==> config.mk <==
export PLATFORM = sky130hd
export DESIGN_NAME = lrsm_map
export DESIGN_NICKNAME = d
export VERILOG_FILES = /design/src/hdl/lrsm_pkg.sv /design/src/hdl/lrsm_map.sv
export SDC_FILE = /design/constraint.sdc
export NUM_CORES = 2
export LEC_CHECK = 0
export ABC_AREA = 1
export CAP_MARGIN = 10
export CORE_ASPECT_RATIO = 1.5
export CORE_MARGIN = 8
export CORE_UTILIZATION = 33
export CTS_CLUSTER_DIAMETER = 80
export DETAILED_ROUTE_END_ITERATION = 8
export DONT_BUFFER_PORTS = 1
export GPL_TIMING_DRIVEN = 0
export PLACE_DENSITY_LB_ADDON = 0.15
export SLEW_MARGIN = 10
export SYNTH_ARGS = -nofsm -noshare
export SYNTH_HDL_FRONTEND = slang
export SYNTH_SLANG_ARGS = --single-unit
==> constraint.sdc <==
create_clock -name clk -period 9.95 [get_ports clk]
set_clock_uncertainty 0.2 [all_clocks]
set_input_delay 1.99 -clock clk [delete_from_list [all_inputs] [get_ports clk]]
set_output_delay 1.99 -clock clk [all_outputs]
set_load 0.01 [all_outputs]
==> src/hdl/lrsm_pkg.sv <==
// Shared types and constants for the letterbox rotate/scale address mapper.
// Holds the field widths, register indexes, reset values and setup states.
// No dependencies; every other file of the block but lrsm_div refers to it by scoped names.
`timescale 1ns / 1ps

package lrsm_pkg;

  // Fixed widths of the channel fields.
  localparam int COORD_W   = 11;
  localparam int IDX_W     = 22;
  localparam int CFG_W     = 12;
  localparam int REG_IDX_W = 2;

  // Configuration register indexes.
  localparam logic [REG_IDX_W-1:0] REG_SRC_WIDTH    = 2'd0;
  localparam logic [REG_IDX_W-1:0] REG_SRC_HEIGHT   = 2'd1;
  localparam logic [REG_IDX_W-1:0] REG_PANEL_WIDTH  = 2'd2;
  localparam logic [REG_IDX_W-1:0] REG_PANEL_HEIGHT = 2'd3;

  // Register values after reset.
  localparam logic [CFG_W-1:0] RST_SRC_WIDTH    = 12'd640;
  localparam logic [CFG_W-1:0] RST_SRC_HEIGHT   = 12'd480;
  localparam logic [CFG_W-1:0] RST_PANEL_WIDTH  = 12'd720;
  localparam logic [CFG_W-1:0] RST_PANEL_HEIGHT = 12'd1280;

  // Cycles from an accepted start to its result strobe.
  localparam int MAP_LATENCY = 6;

  // Geometry setup sequencer.
  typedef enum logic [3:0] {
    ST_CLAMP,
    ST_PROD,
    ST_ASPECT_GO,
    ST_ASPECT_WAIT,
    ST_FIT,
    ST_OFS,
    ST_RW_GO,
    ST_RW_WAIT,
    ST_RH_GO,
    ST_RH_WAIT,
    ST_READY
  } setup_state_t;

endpackage

==> src/hdl/lrsm_map.sv <==
// Six-stage per-pixel mapping pipeline: scale by reciprocal, correct, index.
// Depends on lrsm_pkg; user keeps lrsm_setup geometry stable in use, not enforced.
`timescale 1ns / 1ps

module lrsm_map #(
  parameter int DIM_W = 12,
  parameter int K     = 23,
  parameter int R_W   = 24
) (
  input  logic                         clk,
  input  logic                         rst_n,
  input  logic                         in_take,
  input  logic [lrsm_pkg::COORD_W-1:0] in_dest_col,
  input  logic [lrsm_pkg::COORD_W-1:0] in_dest_row,
  input  logic [DIM_W-1:0]             sw,
  input  logic [DIM_W-1:0]             sh,
  input  logic [DIM_W-1:0]             pw,
  input  logic [DIM_W-1:0]             land_w,
  input  logic [DIM_W-1:0]             dw,
  input  logic [DIM_W-1:0]             dh,
  input  logic [DIM_W-1:0]             ox,
  input  logic [DIM_W-1:0]             oy,
  input  logic [R_W-1:0]               rw,
  input  logic [R_W-1:0]               rh,
  output logic                         out_valid,
  output logic                         out_in_range,
  output logic [lrsm_pkg::COORD_W-1:0] out_src_x,
  output logic [lrsm_pkg::COORD_W-1:0] out_src_y,
  output logic [lrsm_pkg::IDX_W-1:0]   out_src_index,
  output logic [lrsm_pkg::COORD_W-1:0] out_panel_x,
  output logic [lrsm_pkg::COORD_W-1:0] out_panel_y,
  output logic [lrsm_pkg::IDX_W-1:0]   out_fb_index
);

  localparam int N_W    = lrsm_pkg::COORD_W + DIM_W;
  localparam int PROD_W = N_W + R_W;
  localparam int PR_W   = 2 * DIM_W;
  localparam int RM_W   = (N_W > PR_W) ? N_W : PR_W;
  localparam int CW     = lrsm_pkg::COORD_W;
  localparam int IW     = lrsm_pkg::IDX_W;

  logic [5:0] vld_r;

  // Stage 1
  logic             s1_rng_r;
  logic [N_W-1:0]   s1_nx_r, s1_ny_r;
  logic [DIM_W-1:0] s1_px_r, s1_py_r;
  logic [N_W-1:0]   dx_ext, dy_ext;
  // Stage 2
  logic              s2_rng_r;
  logic [N_W-1:0]    s2_nx_r, s2_ny_r;
  logic [PROD_W-1:0] s2_prx_r, s2_pry_r;
  logic [PR_W-1:0]   s2_fbp_r;
  logic [DIM_W-1:0]  s2_px_r, s2_py_r;
  // Stage 3
  logic             s3_rng_r;
  logic [N_W-1:0]   s3_nx_r, s3_ny_r;
  logic [DIM_W-1:0] s3_qx_r, s3_qy_r;
  logic [PR_W-1:0]  s3_mx_r, s3_my_r;
  logic [IW-1:0]    s3_fb_r;
  logic [DIM_W-1:0] s3_px_r, s3_py_r;
  logic [DIM_W-1:0] q0x, q0y;
  // Stage 4
  logic             s4_rng_r;
  logic [DIM_W-1:0] s4_sx_r, s4_sy_r;
  logic [IW-1:0]    s4_fb_r;
  logic [DIM_W-1:0] s4_px_r, s4_py_r;
  logic [RM_W-1:0]  rx, ry;
  // Stage 5
  logic             s5_rng_r;
  logic [DIM_W-1:0] s5_sx_r, s5_sy_r;
  logic [PR_W-1:0]  s5_ip_r;
  logic [IW-1:0]    s5_fb_r;
  logic [DIM_W-1:0] s5_px_r, s5_py_r;
  // Output stage
  logic             out_in_range_r;
  logic [CW-1:0]    out_src_x_r, out_src_y_r, out_panel_x_r, out_panel_y_r;
  logic [IW-1:0]    out_src_index_r, out_fb_index_r;

  assign dx_ext = N_W'(in_dest_col);
  assign dy_ext = N_W'(in_dest_row);

  // floor(n / d) from n * floor(2^K / d) >> K is low by at most one.
  assign q0x = s2_prx_r[K +: DIM_W];
  assign q0y = s2_pry_r[K +: DIM_W];
  assign rx  = RM_W'(s3_nx_r) - RM_W'(s3_mx_r);
  assign ry  = RM_W'(s3_ny_r) - RM_W'(s3_my_r);

  always_ff @(posedge clk) begin
    if (!rst_n) begin
      vld_r <= '0;
    end else begin
      vld_r <= {vld_r[4:0], in_take};
    end
  end

  always_ff @(posedge clk) begin
    // Stage 1: range test, numerators and panel coordinates.
    s1_rng_r <= (dx_ext < N_W'(dw)) && (dy_ext < N_W'(dh));
    s1_nx_r  <= dx_ext * N_W'(sw);
    s1_ny_r  <= dy_ext * N_W'(sh);
    s1_px_r  <= DIM_W'(N_W'(oy) + dy_ext);
    s1_py_r  <= DIM_W'(N_W'(land_w) - N_W'(ox) - dx_ext - N_W'(1));

    // Stage 2: reciprocal products and frame buffer row product.
    s2_rng_r <= s1_rng_r;
    s2_nx_r  <= s1_nx_r;
    s2_ny_r  <= s1_ny_r;
    s2_prx_r <= PROD_W'(s1_nx_r) * PROD_W'(rw);
    s2_pry_r <= PROD_W'(s1_ny_r) * PROD_W'(rh);
    s2_fbp_r <= PR_W'(s1_py_r) * PR_W'(pw);
    s2_px_r  <= s1_px_r;
    s2_py_r  <= s1_py_r;

    // Stage 3: back-multiply the estimates, finish the frame buffer index.
    s3_rng_r <= s2_rng_r;
    s3_nx_r  <= s2_nx_r;
    s3_ny_r  <= s2_ny_r;
    s3_qx_r  <= q0x;
    s3_qy_r  <= q0y;
    s3_mx_r  <= PR_W'(q0x) * PR_W'(dw);
    s3_my_r  <= PR_W'(q0y) * PR_W'(dh);
    s3_fb_r  <= IW'(PR_W'(s2_fbp_r) + PR_W'(s2_px_r));
    s3_px_r  <= s2_px_r;
    s3_py_r  <= s2_py_r;

    // Stage 4: one correction step on each quotient.
    s4_rng_r <= s3_rng_r;
    s4_sx_r  <= (rx >= RM_W'(dw)) ? s3_qx_r + DIM_W'(1) : s3_qx_r;
    s4_sy_r  <= (ry >= RM_W'(dh)) ? s3_qy_r + DIM_W'(1) : s3_qy_r;
    s4_fb_r  <= s3_fb_r;
    s4_px_r  <= s3_px_r;
    s4_py_r  <= s3_py_r;

    // Stage 5: source row product.
    s5_rng_r <= s4_rng_r;
    s5_sx_r  <= s4_sx_r;
    s5_sy_r  <= s4_sy_r;
    s5_ip_r  <= PR_W'(s4_sy_r) * PR_W'(sw);
    s5_fb_r  <= s4_fb_r;
    s5_px_r  <= s4_px_r;
    s5_py_r  <= s4_py_r;

    // Output stage: source index sum, and zero fields outside the picture.
    out_in_range_r  <= s5_rng_r;
    out_src_x_r     <= s5_rng_r ? CW'(s5_sx_r) : '0;
    out_src_y_r     <= s5_rng_r ? CW'(s5_sy_r) : '0;
    out_src_index_r <= s5_rng_r ? IW'((PR_W + 1)'(s5_ip_r) + (PR_W + 1)'(s5_sx_r)) : '0;
    out_panel_x_r   <= s5_rng_r ? CW'(s5_px_r) : '0;
    out_panel_y_r   <= s5_rng_r ? CW'(s5_py_r) : '0;
    out_fb_index_r  <= s5_rng_r ? s5_fb_r : '0;
  end

  assign out_valid     = vld_r[5];
  assign out_in_range  = out_in_range_r;
  assign out_src_x     = out_src_x_r;
  assign out_src_y     = out_src_y_r;
  assign out_src_index = out_src_index_r;
  assign out_panel_x   = out_panel_x_r;
  assign out_panel_y   = out_panel_y_r;
  assign out_fb_index  = out_fb_index_r;

endmodule

## Word level (Yosys, flattened, before mapping)

Index checks and enable logic that the tools add are counted.

| cells by class | value |
|---|---|
| $add $sub $neg | 10 |
| multipliers | 8 |
| div/mod/pow operators | 0 |
| magnitude comparators | 4 |
| equality and inequality tests | 0 |
| shifts and indexed selects | 0 |
| multiplexer cells | 2 |
| bitwise gates (word level) | 0 |
| reduce and logical (&&, ||, !) cells | 1 |

Operator list:

| operator | number |
|---|---|
| $mul 23x24->35 | 2 |
| $ge 24x12->1 | 2 |
| $mul 12x12->24 | 2 |
| $sub 23x24->24 | 2 |
| $mul 11x12->23 | 2 |
| $add 22x12->22 | 2 |
| $mul 12x12->22 | 2 |
| $add 12x1->12 const B | 2 |
| $lt 11x12->1 | 2 |
| $mux 12 | 2 |
| $sub 12x12->12 | 2 |
| $add 12x11->12 | 1 |
| $sub 12x2->12 const B | 1 |
| $logic_and 1x1->1 | 1 |

| storage, ports and cells | value |
|---|---|
| register bits | 650 |
| bits in latches | 0 |
| RAM bits | 0 |
| memory bits (read-only) | 0 |
| input bits | 169 |
| output and inout bits | 90 |
| word-level logic and storage cells | 69 |
| memories | 0 |

## Depth between registers and ports, before layout

| depth | value |
|---|---|
| word-level depth | 3 |
| depth in mapped cells | 29 |
| depth with buffers taken out | 28 |

## Least setup slack after synthesis

No wires, ideal clock.

| timing | value |
|---|---|
| kind | input to register |
| start point | in rw[17] |
| end point | reg s2_prx_r[32] |
| library setup time | 121 ps |
| data arrival time | 7543 ps |
| required time | 9629 ps |
| setup slack | 2086 ps |
| cell stages on the path | 25 |
| buffers on the path | 2 |
| path through | clkbuf_1 -> buf_1 -> nand2_1 -> fa_1 -> fa_1 -> fa_1 -> fa_1 -> inv_1 -> fa_1 -> fa_1 -> inv_1 -> fa_1 -> inv_1 -> ha_1 -> nand2_1 -> inv_1 -> nand2_1 -> nor3_1 -> nor3b_1 -> nor3_1 -> o21ai_0 -> nand2_1 -> inv_1 -> nor2_1 -> xor2_1 |

| between the ends | value |
|---|---|
| cells in the longest elaborated chain, start to end | 1 |

RTL lines:

| element | RTL line | text |
|---|---|---|
| start: declaration | lrsm_map.sv:23 | `input logic [R_W-1:0] rw,` |
| $mul 23x24->35 | lrsm_map.sv:109 | `s2_prx_r <= PROD_W'(s1_nx_r) * PROD_W'(rw);` |
| end signal: assignment | lrsm_map.sv:109 |  |
| end: declaration | lrsm_map.sv:52 | `logic [PROD_W-1:0] s2_prx_r, s2_pry_r;` |

No other way between the ends.
A chain may end at the register's enable or synchronous reset.

## Worst setup path in the final report

| timing | value |
|---|---|
| start point | in rw[17] |
| end point | reg s2_prx_r[28] |

Same word-level chain as after synthesis.

==> impl_metrics.csv <==
group,metric,value,unit
job,drv_cap,0,
floorplan,fp.dieH,610,um
placement,dp_slack,0.0874,ns
synth,avgSynthCellArea,8.03,sq um
synth,ys_types,44,
timing,tns,0,ns
clock_network,cts_sinks,604,
floorplan,num_rows,218,
timing,finalSetupViolations,0,
timing,maxSlewViolCount,0,
timing,worst_pin_slew,1.24,ns
critical_path,r2r_start,"s1_nx_r[15]$_DFF_P_",
clock_network,postCtsSetupBuffers,0,
critical_path,cp.required,10.29,ns
cells_and_area,layout_commonest_cell,"inv_1",
clock_network,postCtsHoldBufs,0,
synth,synth_seq_cells,604,
clock_network,cts_root_buf,"clkbuf_16",
route,totalWireLength,261,mm
timing,period_needed,9.10,ns
timing,timing.final.crit_share,91.5,%
route,first_pass_iters,6,
cells_and_area,drive_above_1_share,1.47,%
clock_network,cts_tree,"built",
clock_network,ctsHtreeMaxLevel,3,
timing,grt_setup_unrepaired,"false",
global_route,grt_pass1_wl,398,mm
timing,hold_ws,0.105,ns
floorplan,dieArea,0.252,sq mm
synth,synthCells,9675,
floorplan,die_x,412,um
synth,ys.flop_type,"dfxtp_1",
cells_and_area,layout_common_cells,"inv_1 (2,743), nand2_1 (2,619), fa_1 (1,382)",
synth,synth_nets,11900,
cells_and_area,syn_to_final_growth,8.10,%
critical_path,critPathMaxFanout,10,
synth,synth_area,0.0777,sq mm
cells_and_area,num-fill-cells,24800,
route,via_per_inst,4.62,
timing,setup_ws,0.849,ns
cells_and_area,design_area,0.0840,sq mm
timing,max_freq,110,MHz
critical_path,crit_path_end_kind,"flop",
critical_path,crit_path_start_kind,"input pin",
route,drt_iter0_drc,2657,
floorplan,pin_count,259,
clock_network,cts_buffers,67,
floorplan,core_area,0.235,sq mm
timing,hold_viol_final,0,
global_route,top_usage_layer,"met2",
placement,place_area,0.0816,sq mm
route,detail_route.wl_per_cell,20.3,um
clock_network,clock_latency,0.68,ns
hold_path,min_path_type,"reg -> reg",
floorplan,start_util,33.1,%
critical_path,crit_type,"in -> reg",
timing,maxSlewHeadroom,17.3,%
global_route,globalRouteMet3Util,3.20,%
clock_network,ctsResizeCount,0,
critical_path,critPathLaunch,"rw[17]",
placement,dp_hpwl,225,mm
global_route,track_usage,20.9,%
global_route,use_met1,21.0,%
global_route,grt_pass1_vias,66100,
placement,gp_congestion,0.935,
clock_network,clk_path_buf_depth,3,
synth,yosysSeqAreaShare,15.6,%
route,via_count,59500,
synth,synth_edf_count,0,
critical_path,critPathArrivalTime,9.44,ns
placement,io_buffers,0,
global_route,grt_max_degree,17,
synth,synth_warnings,0,
global_route,antenna_found_initial,17,
route,ant_nets,0,
clock_network,clk_pin_slew,0.06,ns
global_route,gr-usage-met2,40.3,%
global_route,gr-total-overflow,0,
status,status,"finished clean",
hold_path,hp-start,"s2_nx_r[10]$_DFF_P_",
cells_and_area,nets,12000,
synth,synth-async-reset-ratio,0,%
route,drcViolationCount,0,
-- synthesized netlist by cell type, types with 18 or more instances --
cell | count | area, sq um
nor2_1 | 210 | 788
dfxtp_1 | 604 | 12100
nand4_1 | 89 | 557
xor2_1 | 165 | 1450
nand3_1 | 104 | 521
inv_1 | 2743 | 10300
o21ai_0 | 125 | 626
a21oi_1 | 285 | 1430
nor3_1 | 40 | 200
nand2_1 | 2619 | 9830
ha_1 | 713 | 8920
xnor2_1 | 115 | 1010
fa_1 | 1382 | 27700
a21o_1 | 18 | 135
clkbuf_1 | 319 | 1200
-- metrics by stage --
stage	cells	utilization (%)
finish	12900	35.8
global placement	12800	34.8
global route	12900	35.8
CTS	12900	35.8
floorplan	9675	-
detailed placement	12800	34.8
-- cells by family (layout without fill, tap and decap cells) --
family,count (synthesis),after routing,synth area share (%)
xor gates and xnor gates,280,280,3.15
other,0,11,0
buffers and inverters,3079,3201,14.9
adders and majority gates,2095,2095,47.1
AOI/OAI and AO/OA,517,517,3.67
DFF,604,604,15.6
and+or+nand+nor,3100,3100,15.7
-- state kept, by name, indices dropped and copies added (netlist names), 22 cells and up --
register       count
s2_ny_r           23
s1_ny_r           23
out_src_index     22
s3_my_r           24
s2_fbp_r          22
s3_nx_r           23
s3_mx_r           24
s4_fb_r           22
s3_fb_r           22
s5_fb_r           22
s1_nx_r           23
s3_ny_r           23
out_fb_index      22
s5_ip_r           22
s2_nx_r           23
-- metal layers --
metal  wire, um  share of wire (%)
met1      90200                 35
met2     140000                 53
met3      12300                4.7
met4      19000                7.3
met5         91              0.035
-- critical path, stage by stage --
cell	delay, ns
clkbuf_1	0.64
buf_1	0.77
nand2_1	0.18
fa_1	0.47
fa_1	0.50
fa_1	0.47
fa_1	0.55
inv_1	0.06
fa_1	0.59
fa_1	0.44
fa_1	0.58
ha_1	0.51
nand2_1	0.12
inv_1	0.08
nand2_1	0.07
nor3_1	0.28
nand3_1	0.10
o21ai_0	0.42
nand4_1	0.14
nand2_1	0.11
xor2_1	0.34
-- area by class of cell --
class | count | area (sq um) | share of cell area [%]
Multi-Input combinational cell | 5992 | 54100 | 64.3
Sequential cell | 604 | 12100 | 14.4
Inverter | 2746 | 10300 | 12.3
Tap cell | 3080 | 3850 | 4.59
Clock buffer | 76 | 1730 | 2.06
Buffer | 333 | 1280 | 1.52
Clock inverter | 46 | 681 | 0.810
Antenna cell | 11 | 27.5 | 0.0328
-- path summary, 6_finish.rpt --
kind	cells past startpoint	slack (ns)	to
worst max-delay path	21	0.85	s2_prx_r[28]$_DFF_P_
worst min-delay path	0	0.10	s3_nx_r[10]$_DFF_P_
worst max register to register	23	1.72	s2_prx_r[28]$_DFF_P_
worst min register to register	0	0.10	s3_nx_r[10]$_DFF_P_
Power is left out: the tool's default activity adds up to more than one toggle a clock period on the data nets, which glitch-free logic cannot reach.
