**src/hdl/lrsm_pkg.sv**
```systemverilog
// Shared types and constants for the letterbox rotate/scale address mapper.
// Holds the field widths, register indexes, reset values and setup states.
// No dependencies; every other file of the block but lrsm_div refers to it by scoped names.
`timescale 1ns / 1ps

package lrsm_pkg;

  // Fixed widths of the channel fields.
  localparam int COORD_W   = 11;
  localparam int IDX_W     = 22;
  localparam int CFG_W     = 12;
  localparam int REG_IDX_W = 2;

  // Configuration register indexes.
  localparam logic [REG_IDX_W-1:0] REG_SRC_WIDTH    = 2'd0;
  localparam logic [REG_IDX_W-1:0] REG_SRC_HEIGHT   = 2'd1;
  localparam logic [REG_IDX_W-1:0] REG_PANEL_WIDTH  = 2'd2;
  localparam logic [REG_IDX_W-1:0] REG_PANEL_HEIGHT = 2'd3;

  // Register values after reset.
  localparam logic [CFG_W-1:0] RST_SRC_WIDTH    = 12'd640;
  localparam logic [CFG_W-1:0] RST_SRC_HEIGHT   = 12'd480;
  localparam logic [CFG_W-1:0] RST_PANEL_WIDTH  = 12'd720;
  localparam logic [CFG_W-1:0] RST_PANEL_HEIGHT = 12'd1280;

  // Cycles from an accepted start to its result strobe.
  localparam int MAP_LATENCY = 6;

  // Geometry setup sequencer.
  typedef enum logic [3:0] {
    ST_CLAMP,
    ST_PROD,
    ST_ASPECT_GO,
    ST_ASPECT_WAIT,
    ST_FIT,
    ST_OFS,
    ST_RW_GO,
    ST_RW_WAIT,
    ST_RH_GO,
    ST_RH_WAIT,
    ST_READY
  } setup_state_t;

endpackage

```
**src/hdl/lrsm_div.sv**
```systemverilog
// Iterative restoring divider, one quotient bit per clock.
// Used by the geometry setup sequencer; no package dependencies.
`timescale 1ns / 1ps

module lrsm_div #(
  parameter int NUM_W = 24,
  parameter int DEN_W = 12
) (
  input  logic             clk,
  input  logic             rst_n,
  input  logic             start,
  input  logic [NUM_W-1:0] num,
  input  logic [DEN_W-1:0] den,
  output logic             done,
  output logic [NUM_W-1:0] quo
);

  localparam int CNT_W = $clog2(NUM_W + 1);

  logic [NUM_W-1:0] quo_r, quo_nxt;
  logic [DEN_W-1:0] rem_r, rem_nxt;
  logic [DEN_W-1:0] den_r;
  logic [CNT_W-1:0] cnt_r, cnt_nxt;
  logic             run_r, run_nxt;
  logic             done_r, done_nxt;
  logic [DEN_W:0]   trial;
  logic [DEN_W:0]   diff;

  always_comb begin
    trial    = {rem_r, quo_r[NUM_W-1]};
    diff     = trial - {1'b0, den_r};
    quo_nxt  = quo_r;
    rem_nxt  = rem_r;
    cnt_nxt  = cnt_r;
    run_nxt  = run_r;
    done_nxt = 1'b0;
    if (start) begin
      quo_nxt = num;
      rem_nxt = '0;
      cnt_nxt = CNT_W'(NUM_W);
      run_nxt = 1'b1;
    end else if (run_r) begin
      // The remainder stays below the divisor, so the trial fits DEN_W+1 bits.
      if (trial >= {1'b0, den_r}) begin
        rem_nxt = diff[DEN_W-1:0];
        quo_nxt = {quo_r[NUM_W-2:0], 1'b1};
      end else begin
        rem_nxt = trial[DEN_W-1:0];
        quo_nxt = {quo_r[NUM_W-2:0], 1'b0};
      end
      cnt_nxt = cnt_r - CNT_W'(1);
      if (cnt_r == CNT_W'(1)) begin
        run_nxt  = 1'b0;
        done_nxt = 1'b1;
      end
    end
  end

  always_ff @(posedge clk) begin
    if (!rst_n) begin
      run_r  <= 1'b0;
      done_r <= 1'b0;
      cnt_r  <= '0;
    end else begin
      run_r  <= run_nxt;
      done_r <= done_nxt;
      cnt_r  <= cnt_nxt;
    end
  end

  always_ff @(posedge clk) begin
    quo_r <= quo_nxt;
    rem_r <= rem_nxt;
    if (start) begin
      den_r <= den;
    end
  end

  assign done = done_r;
  assign quo  = quo_r;

endmodule

```
**src/hdl/lrsm_setup.sv**
```systemverilog
// Configuration registers and the geometry setup sequencer.
// Depends on lrsm_pkg and on lrsm_div for the aspect and reciprocal divisions.
`timescale 1ns / 1ps

module lrsm_setup #(
  parameter int MAX_DIM = 2048,
  parameter int DIM_W   = 12,
  parameter int K       = 23,
  parameter int NUM_W   = 24,
  parameter int R_W     = 24
) (
  input  logic                           clk,
  input  logic                           rst_n,
  input  logic                           cfg_wr,
  input  logic [lrsm_pkg::REG_IDX_W-1:0] cfg_index,
  input  logic [lrsm_pkg::CFG_W-1:0]     cfg_data,
  output logic                           ready,
  output logic [DIM_W-1:0]               sw,
  output logic [DIM_W-1:0]               sh,
  output logic [DIM_W-1:0]               pw,
  output logic [DIM_W-1:0]               land_w,
  output logic [DIM_W-1:0]               dw,
  output logic [DIM_W-1:0]               dh,
  output logic [DIM_W-1:0]               ox,
  output logic [DIM_W-1:0]               oy,
  output logic [R_W-1:0]                 rw,
  output logic [R_W-1:0]                 rh
);

  localparam int PR_W = 2 * DIM_W;

  lrsm_pkg::setup_state_t state_r, state_nxt;

  logic [lrsm_pkg::CFG_W-1:0] src_w_cfg_r, src_h_cfg_r, pan_w_cfg_r, pan_h_cfg_r;
  logic [DIM_W-1:0] sw_r, sh_r, pw_r, ph_r;
  logic [PR_W-1:0]  prod_a_r, prod_b_r;
  logic             full_w_r;
  logic             full_w;
  logic [NUM_W-1:0] aq_r;
  logic [DIM_W-1:0] dw_r, dh_r, ox_r, oy_r;
  logic [R_W-1:0]   rw_r, rh_r;
  logic             div_start;
  logic [NUM_W-1:0] div_num;
  logic [DIM_W-1:0] div_den;
  logic             div_done;
  logic [NUM_W-1:0] div_quo;

  function automatic logic [DIM_W-1:0] clamp_dim(input logic [lrsm_pkg::CFG_W-1:0] v);
    logic [31:0] v32;
    v32 = 32'(v);
    if (v == '0) begin
      return DIM_W'(1);
    end else if (v32 > 32'(MAX_DIM)) begin
      return DIM_W'(MAX_DIM);
    end
    return DIM_W'(v);
  endfunction

  function automatic logic [DIM_W-1:0] fit_dim(input logic [NUM_W-1:0] q,
                                              input logic [DIM_W-1:0] lim);
    if (q == '0) begin
      return DIM_W'(1);
    end else if (q > NUM_W'(lim)) begin
      return lim;
    end
    return DIM_W'(q);
  endfunction

  // Configuration registers; any write restarts the geometry sequence.
  always_ff @(posedge clk) begin
    if (!rst_n) begin
      src_w_cfg_r <= lrsm_pkg::RST_SRC_WIDTH;
      src_h_cfg_r <= lrsm_pkg::RST_SRC_HEIGHT;
      pan_w_cfg_r <= lrsm_pkg::RST_PANEL_WIDTH;
      pan_h_cfg_r <= lrsm_pkg::RST_PANEL_HEIGHT;
    end else if (cfg_wr) begin
      case (cfg_index)
        lrsm_pkg::REG_SRC_WIDTH:    src_w_cfg_r <= cfg_data;
        lrsm_pkg::REG_SRC_HEIGHT:   src_h_cfg_r <= cfg_data;
        lrsm_pkg::REG_PANEL_WIDTH:  pan_w_cfg_r <= cfg_data;
        lrsm_pkg::REG_PANEL_HEIGHT: pan_h_cfg_r <= cfg_data;
        default: ;
      endcase
    end
  end

  always_ff @(posedge clk) begin
    if (!rst_n) begin
      state_r <= lrsm_pkg::ST_CLAMP;
    end else begin
      state_r <= state_nxt;
    end
  end

  assign full_w = (prod_a_r <= prod_b_r);

  always_comb begin
    state_nxt = state_r;
    div_start = 1'b0;
    div_num   = '0;
    div_den   = '0;
    case (state_r)
      lrsm_pkg::ST_CLAMP:     state_nxt = lrsm_pkg::ST_PROD;
      lrsm_pkg::ST_PROD:      state_nxt = lrsm_pkg::ST_ASPECT_GO;
      lrsm_pkg::ST_ASPECT_GO: begin
        div_start = 1'b1;
        div_num   = NUM_W'(full_w ? prod_a_r : prod_b_r);
        div_den   = full_w ? sw_r : sh_r;
        state_nxt = lrsm_pkg::ST_ASPECT_WAIT;
      end
      lrsm_pkg::ST_ASPECT_WAIT: begin
        if (div_done) begin
          state_nxt = lrsm_pkg::ST_FIT;
        end
      end
      lrsm_pkg::ST_FIT:       state_nxt = lrsm_pkg::ST_OFS;
      lrsm_pkg::ST_OFS:       state_nxt = lrsm_pkg::ST_RW_GO;
      lrsm_pkg::ST_RW_GO: begin
        div_start = 1'b1;
        div_num   = NUM_W'(1) << K;
        div_den   = dw_r;
        state_nxt = lrsm_pkg::ST_RW_WAIT;
      end
      lrsm_pkg::ST_RW_WAIT: begin
        if (div_done) begin
          state_nxt = lrsm_pkg::ST_RH_GO;
        end
      end
      lrsm_pkg::ST_RH_GO: begin
        div_start = 1'b1;
        div_num   = NUM_W'(1) << K;
        div_den   = dh_r;
        state_nxt = lrsm_pkg::ST_RH_WAIT;
      end
      lrsm_pkg::ST_RH_WAIT: begin
        if (div_done) begin
          state_nxt = lrsm_pkg::ST_READY;
        end
      end
      lrsm_pkg::ST_READY:     state_nxt = lrsm_pkg::ST_READY;
      default:                state_nxt = lrsm_pkg::ST_CLAMP;
    endcase
    if (cfg_wr) begin
      state_nxt = lrsm_pkg::ST_CLAMP;
    end
  end

  // Geometry registers, each group loaded in its own step of the sequence.
  always_ff @(posedge clk) begin
    case (state_r)
      lrsm_pkg::ST_CLAMP: begin
        sw_r <= clamp_dim(src_w_cfg_r);
        sh_r <= clamp_dim(src_h_cfg_r);
        pw_r <= clamp_dim(pan_w_cfg_r);
        ph_r <= clamp_dim(pan_h_cfg_r);
      end
      lrsm_pkg::ST_PROD: begin
        // Landscape width is the panel height and vice versa.
        prod_a_r <= PR_W'(ph_r) * PR_W'(sh_r);
        prod_b_r <= PR_W'(pw_r) * PR_W'(sw_r);
      end
      lrsm_pkg::ST_ASPECT_GO: full_w_r <= full_w;
      lrsm_pkg::ST_ASPECT_WAIT: begin
        if (div_done) begin
          aq_r <= div_quo;
        end
      end
      lrsm_pkg::ST_FIT: begin
        dw_r <= full_w_r ? ph_r : fit_dim(aq_r, ph_r);
        dh_r <= full_w_r ? fit_dim(aq_r, pw_r) : pw_r;
      end
      lrsm_pkg::ST_OFS: begin
        ox_r <= (ph_r - dw_r) >> 1;
        oy_r <= (pw_r - dh_r) >> 1;
      end
      lrsm_pkg::ST_RW_WAIT: begin
        if (div_done) begin
          rw_r <= div_quo[R_W-1:0];
        end
      end
      lrsm_pkg::ST_RH_WAIT: begin
        if (div_done) begin
          rh_r <= div_quo[R_W-1:0];
        end
      end
      default: ;
    endcase
  end

  lrsm_div #(
    .NUM_W (NUM_W),
    .DEN_W (DIM_W)
  ) u_div (
    .clk   (clk),
    .rst_n (rst_n),
    .start (div_start),
    .num   (div_num),
    .den   (div_den),
    .done  (div_done),
    .quo   (div_quo)
  );

  assign ready  = (state_r == lrsm_pkg::ST_READY);
  assign sw     = sw_r;
  assign sh     = sh_r;
  assign pw     = pw_r;
  assign land_w = ph_r;
  assign dw     = dw_r;
  assign dh     = dh_r;
  assign ox     = ox_r;
  assign oy     = oy_r;
  assign rw     = rw_r;
  assign rh     = rh_r;

endmodule

```
**config.mk**
```make
export PLATFORM = sky130hd
export DESIGN_NAME = lrsm_setup
export DESIGN_NICKNAME = d
export VERILOG_FILES = /design/src/hdl/lrsm_pkg.sv /design/src/hdl/lrsm_div.sv /design/src/hdl/lrsm_setup.sv
export SDC_FILE = /design/constraint.sdc
export NUM_CORES = 1
export LEC_CHECK = 0
export ABC_AREA = 1
export CAP_MARGIN = 20
export CORE_ASPECT_RATIO = 1.1
export CORE_UTILIZATION = 59
export CTS_BUF_LIST = sky130_fd_sc_hd__clkbuf_4 sky130_fd_sc_hd__clkbuf_8
export DETAILED_ROUTE_END_ITERATION = 16
export DONT_BUFFER_PORTS = 1
export MAX_ROUTING_LAYER = met4
export PLACE_DENSITY = 0.81
export SLEW_MARGIN = 10
export SYNTH_ARGS = -nofsm -noshare
export SYNTH_HDL_FRONTEND = slang
export SYNTH_SLANG_ARGS = --single-unit
export TNS_END_PERCENT = 10
```
**constraint.sdc**
```tcl
create_clock -name clk -period 7.7 [get_ports clk]
set_input_delay 0.77 -clock clk [delete_from_list [all_inputs] [get_ports clk]]
set_output_delay 0.77 -clock clk [all_outputs]
set_load 0.01 [all_outputs]
```
# Word level (Yosys, flattened, before mapping)
# Cells that the tools add are included.
# totals
n_memories	0
latch_bits	0
mem_bits_ro	0
ramBits	0
ff_bits	322
out_inout_bits	145
word_cells	137
input_bits	17
# op_classes
div	0
n_mul	2
n_reduce_logical	21
n_lt_le_gt_ge	8
addsub	4
shifts	0
bitwise_logic	2
n_mux	57
n_eq_ne	17
# ops
operator	count
$mux W12	22
$mux W24	3
$gt A12 B12 Y1 const B	4
$gt A24 B12 Y1	2
$logic_not A12 Y1	4
$mul A12 B12 Y24	2
$pmux W24 S2	1
$pmux W4 S11	1
$pmux W12 S3	1
$sub A12 B12 Y12	3
$le A24 B24 Y1	1
$logic_not A24 Y1	1
$mux W1	24
$eq A4 B3 Y1 const B	4
$reduce_and A2 Y1	7
$ge A13 B12 Y1	1
$eq A4 B4 Y1 const B	3
$mux W4	3
$mux W5	2
$eq A4 B2 Y1 const B	2
$ne A2 B1 Y1 const B	3
$reduce_or A2 Y1	3
$reduce_or A3 Y1	2
$eq A5 B1 Y1 const B	1
other kinds (9)	11

# Longest topological paths before layout
# Gate-level depths: netlist (run 1).
# logic_depth
ltp_word	6
ltp_mapped	22
ltp_nobuf	21

# Modules after synthesis
# From an unflattened synthesis (run 1), not the netlist that was laid out.
# hier_totals
cells_unflattened	3044
area_unflattened_um2	25667.1
# by_module_without_submodules
mod	cells_each	area_each_um2	instances	seq_area_each_um2
lrsm_setup	2653	22606.7	1	7497.2
lrsm_div	391	3060.4	1	1461.4

# Worst setup path after synthesis (run 1)
# No wires, ideal clock.
# synth_path
kind	register to register
startpoint	reg pw_r[0] (netlist: pw[0])
endpoint	reg prod_b_r[19], data pin
setup_time_ns	0.260
stages_incl_launch_ff	21
slack_ns	2.803
arrival_time_ns	4.638
t_required_ns	7.440
path_buffers	1
cell_sequence	edfxtp_1 clkbuf_1 nand2_1 fa_1 fa_1 inv_1 fa_1 fa_1 inv_1 fa_1 inv_1 ha_1 nand2_1 nor2_1 nor2_1 nor2_1 nor2_1 nand2_1 nand2_1 nand2_1 xor2_1
# synth_between
elab_chain_cells	1
# synth_rtl
element	line	text
from (decl)	lrsm_setup.sv:35	logic [DIM_W-1:0] sw_r, sh_r, pw_r, ph_r;
from (signal assigned)	lrsm_setup.sv:154	pw_r <= clamp_dim(pan_w_cfg_r);
$mul A12 B12 Y24	lrsm_setup.sv:160	prod_b_r <= PR_W'(pw_r) * PR_W'(sw_r);
to (signal assigned)	lrsm_setup.sv:160	
to (decl)	lrsm_setup.sv:36	logic [PR_W-1:0] prod_a_r, prod_b_r;
# Every way passes these cells.
# A chain may end at the register's enable or synchronous reset.

# Worst setup path after layout (run 1)
# layout_path
startpoint	reg ph_r[9] (netlist: land_w[9])
endpoint	reg prod_a_r[22], data pin
# layout_between
elab_chain_cells	1
# layout_rtl
element	line	text
from (decl)	lrsm_setup.sv:35	
from (signal assigned)	lrsm_setup.sv:155	ph_r <= clamp_dim(pan_h_cfg_r);
$mul A12 B12 Y24	lrsm_setup.sv:159	prod_a_r <= PR_W'(ph_r) * PR_W'(sh_r);
to (signal assigned)	lrsm_setup.sv:159	
to (decl)	lrsm_setup.sv:36	
# Every way passes these cells.

==> PnR_summary.wiki, run 1 <==
{| class="wikitable"
! Metric !! Value
|-
| Fillcell total || 3576
|-
| Antenna diodes || 0
|-
| NetSw || roughly 3.9 mW
|-
| Worst reg2reg endpoint || prod_a_r[22]
|-
| CTS tree || yes
|-
| Flops & latches, synth || 322
|-
| Post-layout nets || roughly 3400
|-
| Proportion of synthesized flip-flops having asynchronous set or reset || 0%
|-
| Synthesis Warnings || 0
|-
| Core footprint || between 0.04 and 0.05 mm2
|-
| Wire length of the first global-routing pass || approximately 110000 um
|-
| Transition time at the pin with the least slew margin || slightly above 1 ns
|-
| Overflow after GRT || 0
|-
| TritonCTS buffer count || 53
|-
| Starting Density || 59.98%
|-
| Wire length reported by the detailed router || 69430 um
|-
| Power Internal || ~4.8 mW
|-
| # setup viols final || 0
|-
| Worst clock skew on the final layout || 0.03055 ns
|-
| Post-synthesis to final-layout area growth || 6.121%
|-
| Hold path start || rst_n
|-
| Portion of the clock cycle consumed by the worst path in the final layout || about 72%
|-
| Count of H-tree levels built during CTS || 2
|-
| Highest fanout seen on the critical path || 15
|-
| Most used flip-flop cell after synthesis || sky130_fd_sc_hd__edfxtp_1
|-
| Count of input and output buffers || 0
|-
| First-pass iteration count of the detailed router || 6
|-
| Reg area || roughly 0.0090 mm2
|-
| Count of unique library cells instantiated by Yosys || 49
|-
| Power share of the combinational group || a little over half
|-
| Non-filler instance count after layout || ~3600
|-
| Critical path arrival || between 5 and 6 ns
|-
| Avg Cell Area, Syn || between 8 and 9 um2
|-
| CTS root buffer || sky130_fd_sc_hd__clkbuf_8
|-
| Die X-Extent || 200.2 um
|-
| Area of the multi-input gates || roughly 0.014 mm2
|-
| CP Class || reg -> reg
|-
| Post-route setup TNS || 0 ns
|-
| Final weighted congestion in routability-driven placement || around 0.93
|-
| Number of top-level pins || ~160
|-
| Period minus WS final || 5.555 ns
|-
| Most common library cell in the layout ignoring fill and taps || sky130_fd_sc_hd__inv_1
|-
| Max_cap viols || 0
|-
| Wirelength per Cell || around 20 um
|-
| Commonest non-fill, non-tap cells in the layout || 686 x sky130_fd_sc_hd__inv_1, 673 x sky130_fd_sc_hd__nand2_1, 251 x sky130_fd_sc_hd__edfxtp_1
|-
| Detail-routed via count per cell || 5.636
|-
| Fraction of final layout cells sized beyond drive strength 1 || 5.082%
|-
| Total of cells resized after clock tree synthesis || 0
|-
| Clk slew on worst S/H paths || 0.06 ns
|-
| Critical Path Sink Type || flop
|-
| Maximum clock frequency || 180.0 MHz
|-
| Cell count after synthesis || 2976
|-
| Worst relative slew slack || about a third
|-
| Setup repair after global routing missed its margin || no
|-
| DRC || 0
|-
| Worst setup margin || between 2 and 2.5 ns
|-
| Pre-CTS WS || around 2.2 ns
|-
| Iteration-0 DRC Markers || between 1500 and 2000
|-
| Hold path cells || 1
|-
| Total track usage || 32.77%
|-
| Number of flops mapped to enable cells by yosys || 251
|-
| Vias in the first global route || roughly 20000
|-
| Overall via count from detail_route || around 20000
|-
| Net switching share of the total power || a little under half
|-
| Sequential power share || between 20% and 30%
|-
| Post-synthesis sequential area ratio || 35.14%
|-
| Register-to-register setup slack || between 2 and 2.5 ns
|-
| Worst voltage drop across the vdd grid || roughly 0.23 mV
|-
| Final design utilization || between 60% and 70%
|-
| Post-CTS Setup Bufs || 0
|-
| WP data required || between 8 and 9 ns
|-
| Number of cell instances on the worst register-to-register path || 17
|-
| Die height || about 220 um
|-
| Final antenna-violating net count || 0
|-
| Largest net degree at the start of global routing || 52
|-
| Total number of clock tree sinks || 322
|-
| Clock insertion delay at the later pin of the skew report || between 0.6 and 0.7 ns
|-
| Post-synthesis instance area || around 0.025 mm2
|-
| Count of pins over their slew limit || 0
|-
| Class of the tightest hold or removal check || in -> reg
|-
| Final Hold Fails || 0
|-
| End of the worst hold path || src_h_cfg_r[8]
|-
| Detailed-placement wirelength estimate || around 53000 um
|-
| Power per Cell Area || 322.9 mW/mm2
|-
| Startpoint kind of the worst setup timing path || flop
|-
| Die Footprint || ~0.044 mm2
|-
| Maximum buffer depth of the clock tree || 3
|-
| Run status || finished clean
|-
| Clock share of power || between 10% and 20%
|-
| Critical register-to-register path startpoint || land_w[9]
|-
| Leakage dissipation || 13.77 nW
|-
| Cell total after placement || between 3000 and 4000
|-
| Site row count || just under 80
|-
| Number of antenna violations at the first check in global routing || 0
|-
| Total of hold buffers inserted after clock tree synthesis || 0
|}
==> stage by stage <==
stage / power [mW] / hold slack, ns / instance area (um2)
after floorplan: 5.866 / 0.4386 / 25500
after global placement: 7.037 / 0.4503 / 25850
after detailed placement: 7.108 / 0.4530 / 25860
after CTS: 8.747 / 0.2173 / 26990
after global routing: 9.491 / 0.2316 / 27050
final: 8.736 / 0.2415 / 27050
==> synthesized netlist by cell type (23+ instances only) <==
library cell,number,area share (%)
sky130_fd_sc_hd__nand4_1,36,0.88
sky130_fd_sc_hd__dfxtp_1,71,5.6
sky130_fd_sc_hd__fa_1,203,16
sky130_fd_sc_hd__clkbuf_1,69,1.0
sky130_fd_sc_hd__edfxtp_1,251,30
sky130_fd_sc_hd__a21oi_1,128,2.5
sky130_fd_sc_hd__xnor2_1,23,0.79
sky130_fd_sc_hd__inv_1,686,10
sky130_fd_sc_hd__ha_1,206,10
sky130_fd_sc_hd__o21ai_0,93,1.8
sky130_fd_sc_hd__nand2_1,673,9.9
sky130_fd_sc_hd__nor2_1,155,2.3
sky130_fd_sc_hd__nand3_1,187,3.7
sky130_fd_sc_hd__xor2_1,39,1.3
==> how the worst max path moves through the flow <==
stage,from,endpoint,slack [ns],cells past startpoint
final,land_w[9],prod_a_r[22],2.14,17
after global routing,land_w[9],prod_a_r[22],1.87,17
after CTS,land_w[9],prod_a_r[22],2.23,17
after detailed placement,land_w[10],prod_a_r[22],2.22,17
after global placement,land_w[8],prod_a_r[22],2.36,17
after floorplan,pw[0],prod_b_r[19],2.80,20
==> per-layer routing <==
metal  track usage (%)  up-vias  share of wire [%]  routed length [um]
met1             38.83     9683                 38               26600
met2             53.04      900                 48               33230
met3             5.812      216                8.0                5560
met5                 -        -                  0                   0
met4             18.77        0                5.8                4037
li1                  -     9255                  -                   -
==> sequential cells by signal, summed over array words and instances (netlist names), 5 cells and up <==
signal and flops:
aq_r 24, dh 12, dw 12, land_w 12, ox 11, oy 11, pan_h_cfg_r 12, pan_w_cfg_r 12
prod_a_r 24, prod_b_r 24, pw 12, rh 24, rw 24, sh 12, src_h_cfg_r 12, src_w_cfg_r 12
sw 12, u_div.cnt_r 5, u_div.den_r 12, u_div.quo 24, u_div.rem_r 12
==> power by group through the flow <==
stage / logic (mW) / clock network (mW) / registers (mW)
6_report: 4.60 / 1.61 / 2.52
3_3_place_gp: 4.50 / 0 / 2.54
4_1_cts: 4.60 / 1.63 / 2.51
5_1_grt: 5.25 / 1.71 / 2.53
2_1_floorplan: 3.50 / 0 / 2.36
3_5_place_dp: 4.56 / 0 / 2.55
==> layout make-up <==
cell class / count / area share [%]
multi-input combinational: 1874 / 50.09
sequential: 322 / 33.12
inverter: 687 / 9.532
clock buffer: 79 / 3.510
tap: 567 / 2.622
clock inverter: 18 / 0.6614
timing repair buffer: 11 / 0.4625
==> cell families (layout without fill, tap and decap cells) <==
family / Yosys count / count (layout) / synth area share (%)
buffers and inverters: 781 / 795 / 11.85
adder cells (fa/ha/maj): 409 / 409 / 26.05
flip-flops: 322 / 322 / 35.14
AND/OR/NAND/NOR: 1116 / 1116 / 18.65
AO/OA/AOI/OAI: 285 / 285 / 6.165
XOR/XNOR: 62 / 62 / 2.130
other: 1 / 2 / 0.01471
==> critical path, stage by stage, from the launching register on <==
cell and delay (ns):
sky130_fd_sc_hd__edfxtp_1 0.96, sky130_fd_sc_hd__nand2_1 0.18, sky130_fd_sc_hd__fa_1 0.55, sky130_fd_sc_hd__inv_1 0.05
sky130_fd_sc_hd__fa_1 0.49, sky130_fd_sc_hd__fa_1 0.51, sky130_fd_sc_hd__fa_1 0.50, sky130_fd_sc_hd__inv_1 0.05
sky130_fd_sc_hd__fa_1 0.47, sky130_fd_sc_hd__inv_1 0.04, sky130_fd_sc_hd__ha_1 0.35, sky130_fd_sc_hd__nand2_1 0.12
sky130_fd_sc_hd__nor2_1 0.17, sky130_fd_sc_hd__nand4_1 0.09, sky130_fd_sc_hd__o21ai_0 0.44, sky130_fd_sc_hd__nand3_1 0.17
sky130_fd_sc_hd__nand3_1 0.11, sky130_fd_sc_hd__nand2_1 0.06
Note: power is estimated with default switching activity, not from simulation.
==> run 2: changes to the inputs <==
Settings changed: ABC_AREA 1 to 0, PLACE_DENSITY 0.81 to 0.84.
Clock period 7.7 ns to 5 ns, I/O delays scaled along.
==> run 2 against run 1 <==
The run now ends with negative setup slack left; synthesized area down 5.0%; largest power group unchanged; sequential cell count unchanged; non-clock buffer count up 245; sequential share of layout area down 1.3 points; clock power up 55%; hold slack worse by 0.22 ns; worst setup slack worse by 2.3 ns; final cell count down 12%.
==> PnR_summary.wiki, run 2 <==
{| class="wikitable"
! Metric !! Value
|-
| Run status || finished, violations left
|-
| Violations in the final reports || negative setup slack
|-
| Highest fanout seen on the critical path || 3
|-
| Clk slew on worst S/H paths || ~0.070 ns
|-
| Worst clock skew on the final layout || ~0.025 ns
|-
| End of the worst hold path || pan_w_cfg_r[3]
|-
| Die X-Extent || 195.1 um
|-
| Synth top area share || 31.14%
|-
| Net switching share of the total power || 39.15%
|-
| Cell chain of the critical path || buf_4, and2_4, fa_1, inv_1, fa_1, inv_1, fa_1, fa_1, inv_2, fa_1, inv_2, ha_4, and3_4, a221o_1, nor3_2, o211ai_1, a31o_1, a21oi_2, xnor2_1
|-
| TritonCTS buffer count || 53
|-
| NetSw || between 5 and 6 mW
|-
| Site row count || between 70 and 80
|-
| CTS root buffer || sky130_fd_sc_hd__clkbuf_8
|-
| Maximum buffer depth of the clock tree || 3
|-
| Post-route setup TNS || -1.488 ns
|-
| First-pass iteration count of the detailed router || 7
|-
| Cell total after placement || around 3000
|-
| Synthesis Warnings || 0
|-
| Portion of the clock cycle consumed by the worst path in the final layout || 103.2%
|-
| Most frequent cells after synthesis || 358 x sky130_fd_sc_hd__inv_1, 345 x sky130_fd_sc_hd__nand2_1, 251 x sky130_fd_sc_hd__edfxtp_1
|-
| Clock insertion delay at the later pin of the skew report || 0.65 ns
|-
| Final design utilization || a little over two thirds
|-
| Critical Path Sink Type || flop
|-
| Post-synthesis to final-layout area growth || 16.20%
|-
| Non-filler instance count after layout || about 3100
|-
| Total power draw || ~13 mW
|-
| Overall via count from detail_route || between 15000 and 20000
|-
| Final weighted congestion in routability-driven placement || around 0.94
|-
| Total track usage || approximately a third
|-
| Count of unique library cells instantiated by Yosys || slightly above 70
|-
| Most used flip-flop cell after synthesis || sky130_fd_sc_hd__edfxtp_1
|-
| Count of input and output buffers || 0
|-
| Hold path start || cfg_data[3]
|-
| Detail-routed via count per cell || between 5 and 6
|-
| Die Footprint || 0.04184 mm2
|-
| Wirelength per Cell || 21.00 um
|-
| Detailed-placement wirelength estimate || between 40000 and 50000 um
|-
| Number of cell instances on the worst register-to-register path || 19
|-
| Wire length reported by the detailed router || 66050 um
|-
| CP peak stage delay || 0.56 ns
|-
| Count of pins over their slew limit || 0
|-
| Area of the multi-input gates || ~0.014 mm2
|-
| WP data required || between 5 and 6 ns
|-
| Critical register-to-register path startpoint || sw[6]
|-
| Critical path arrival || between 5 and 6 ns
|-
| Critical-path top delay cell || sky130_fd_sc_hd__fa_1
|-
| Post-layout nets || 3014
|-
| Total buffers and inverters traversed by the critical path || 5
|-
| Clock share of power || about a fifth
|-
| Synth area leader || sky130_fd_sc_hd__edfxtp_1
|-
| Number of flops mapped to enable cells by yosys || 251
|-
| Setup repair after global routing missed its margin || yes
|-
| Final Hold Fails || 0
|-
| Reg area || about 0.009 mm2
|-
| Power share of the combinational group || between 50% and 60%
|-
| Fillcell total || ~2800
|-
| Crit path top cell by count || sky130_fd_sc_hd__fa_1
|-
| Wire length of the first global-routing pass || around 100000 um
|-
| Die height || 214.4 um
|-
| Cell with the most instances after synthesis || sky130_fd_sc_hd__inv_1
|-
| Worst setup margin || -0.1577 ns
|-
| Worst voltage drop across the vdd grid || approximately 0.35 mV
|-
| Power Internal || a little under 8 mW
|-
| Flops & latches, synth || about 320
|-
| Starting Density || about three fifths
|-
| CTS tree || yes
|-
| Final antenna-violating net count || 0
|-
| Power per Cell Area || 463.7 mW/mm2
|-
| Number of antenna violations at the first check in global routing || 2
|-
| Sequential power share || between 20 and 30%
|-
| Hold path cells || 2
|-
| DRC || 0
|-
| # setup viols final || 18
|-
| Proportion of synthesized flip-flops having asynchronous set or reset || 0%
|-
| Fraction of final layout cells sized beyond drive strength 1 || between 10% and 20%
|-
| Avg Cell Area, Syn || 10.18 um2
|-
| Period minus WS final || ~5.2 ns
|-
| Antenna diodes || 0
|-
| Cell count after synthesis || about 2400
|-
| Largest net degree at the start of global routing || a little under 60
|-
| Most common library cell in the layout ignoring fill and taps || sky130_fd_sc_hd__inv_1
|-
| Post-synthesis instance area || ~0.024 mm2
|-
| Worst relative slew slack || 29.31%
|-
| Commonest non-fill, non-tap cells in the layout || 348 x sky130_fd_sc_hd__inv_1, 338 x sky130_fd_sc_hd__nand2_1, 251 x sky130_fd_sc_hd__edfxtp_1
|-
| Worst reg2reg endpoint || prod_b_r[18]
|-
| Transition time at the pin with the least slew margin || about 1.1 ns
|-
| Count of H-tree levels built during CTS || 2
|-
| Register-to-register setup slack || -0.16 ns
|-
| Max_cap viols || 0
|-
| Iteration-0 DRC Markers || 1430
|-
| Core footprint || approximately 0.040 mm2
|-
| Maximum clock frequency || 193.9 MHz
|-
| Vias in the first global route || about 19000
|-
| Leakage dissipation || 12.84 nW
|-
| Class of the tightest hold or removal check || in -> reg
|-
| Total number of clock tree sinks || around 320
|-
| Startpoint kind of the worst setup timing path || flop
|-
| Hold_ws || about 0.017 ns
|-
| Number of top-level pins || approximately 160
|-
| Top post-synthesis cells by area || sky130_fd_sc_hd__edfxtp_1 31%, sky130_fd_sc_hd__fa_1 17%, sky130_fd_sc_hd__ha_1 11%
|-
| Cell class contributing the biggest share of worst-path delay || adder cells
|-
| CP Class || reg -> reg
|-
| Post-synthesis sequential area ratio || 37.01%
|-
| Overflow after GRT || 0
|}
==> run 2: repair_timing <==
| action | CTS | global route |
|---|---|---|
| buffers inserted | 41 | 3 |
| hold buffers | 15 | 2 |
| hold endpoints to repair | 45 | 2 |
| gates cloned | 1 | 0 |
| endpoints found under the setup margin | 22 | 26 |
| gates resized for setup | 86 | 31 |
| pin swaps | 67 | 32 |
==> run 2: worst max-delay path by stage <==
stage / startpoint / end / slack (ns) / depth (start not counted)
2_1_floorplan: pw[3] / prod_b_r[18] / -0.46 / 19
3_3_place_gp: pw[5] / prod_b_r[18] / -0.26 / 18
3_5_place_dp: pw[5] / prod_b_r[23] / -0.34 / 18
4_1_cts: sh[6] / prod_a_r[17] / -0.09 / 21
5_1_grt: pw[5] / prod_b_r[18] / -0.37 / 18
6_report: sw[6] / prod_b_r[18] / -0.16 / 19
==> run 2: worst reg2reg max path, stage by stage (launching register included) <==
cell and delay [ns]:
sky130_fd_sc_hd__edfxtp_1 0.41, sky130_fd_sc_hd__buf_4 0.16, sky130_fd_sc_hd__and2_4 0.15, sky130_fd_sc_hd__fa_1 0.47
sky130_fd_sc_hd__inv_1 0.05, sky130_fd_sc_hd__fa_1 0.47, sky130_fd_sc_hd__inv_1 0.05, sky130_fd_sc_hd__fa_1 0.46
sky130_fd_sc_hd__fa_1 0.56, sky130_fd_sc_hd__inv_2 0.04, sky130_fd_sc_hd__fa_1 0.55, sky130_fd_sc_hd__inv_2 0.05
sky130_fd_sc_hd__ha_4 0.21, sky130_fd_sc_hd__and3_4 0.15, sky130_fd_sc_hd__a221o_1 0.35, sky130_fd_sc_hd__nor3_2 0.14
sky130_fd_sc_hd__o211ai_1 0.17, sky130_fd_sc_hd__a31o_1 0.24, sky130_fd_sc_hd__a21oi_2 0.16, sky130_fd_sc_hd__xnor2_1 0.08
==> run 2: final cells by class <==
cell class / instances / share of cell area, %
multi-input combinational: 1594 / 49.52
sequential: 322 / 31.85
timing repair buffer: 256 / 7.424
inverter: 361 / 4.817
clock buffer: 85 / 3.714
tap: 513 / 2.282
clock inverter: 14 / 0.3959
==> run 2: power by group through the flow <==
stage	registers, mW	clock network [mW]	logic [mW]
floorplan	3.53	0	4.06
global placement	3.63	0	5.78
detailed placement	3.64	0	6.02
CTS	3.58	2.51	6.64
global route	3.62	2.62	7.72
finish	3.60	2.50	6.94
==> run 2: layer usage <==
layer,routed length [um],global-route usage (%)
met5,0,-
met4,4018,18.82
met3,5682,7.251
met2,32080,53.17
met1,24270,37.98
==> run 2: cells by family (layout without fill, tap and decap cells) <==
family	after synthesis	after routing	synth area share (%)
AO/OA/AOI/OAI	334	334	9.248
flip-flops	322	322	37.01
AND/OR/NAND/NOR	746	746	14.96
XOR/XNOR	63	63	2.280
multiplexers	40	40	1.654
buffers and inverters	463	716	7.392
adder cells (fa/ha/maj)	409	409	27.44
other	1	2	0.01549
==> run 2: through the flow <==
stage | setup slack (ns) | area, um2
2_1_floorplan | -0.4560 | 24220
3_3_place_gp | -0.2622 | 25930
3_5_place_dp | -0.3370 | 25950
4_1_cts | -0.08695 | 27960
5_1_grt | -0.3658 | 28130
6_report | -0.1577 | 28130
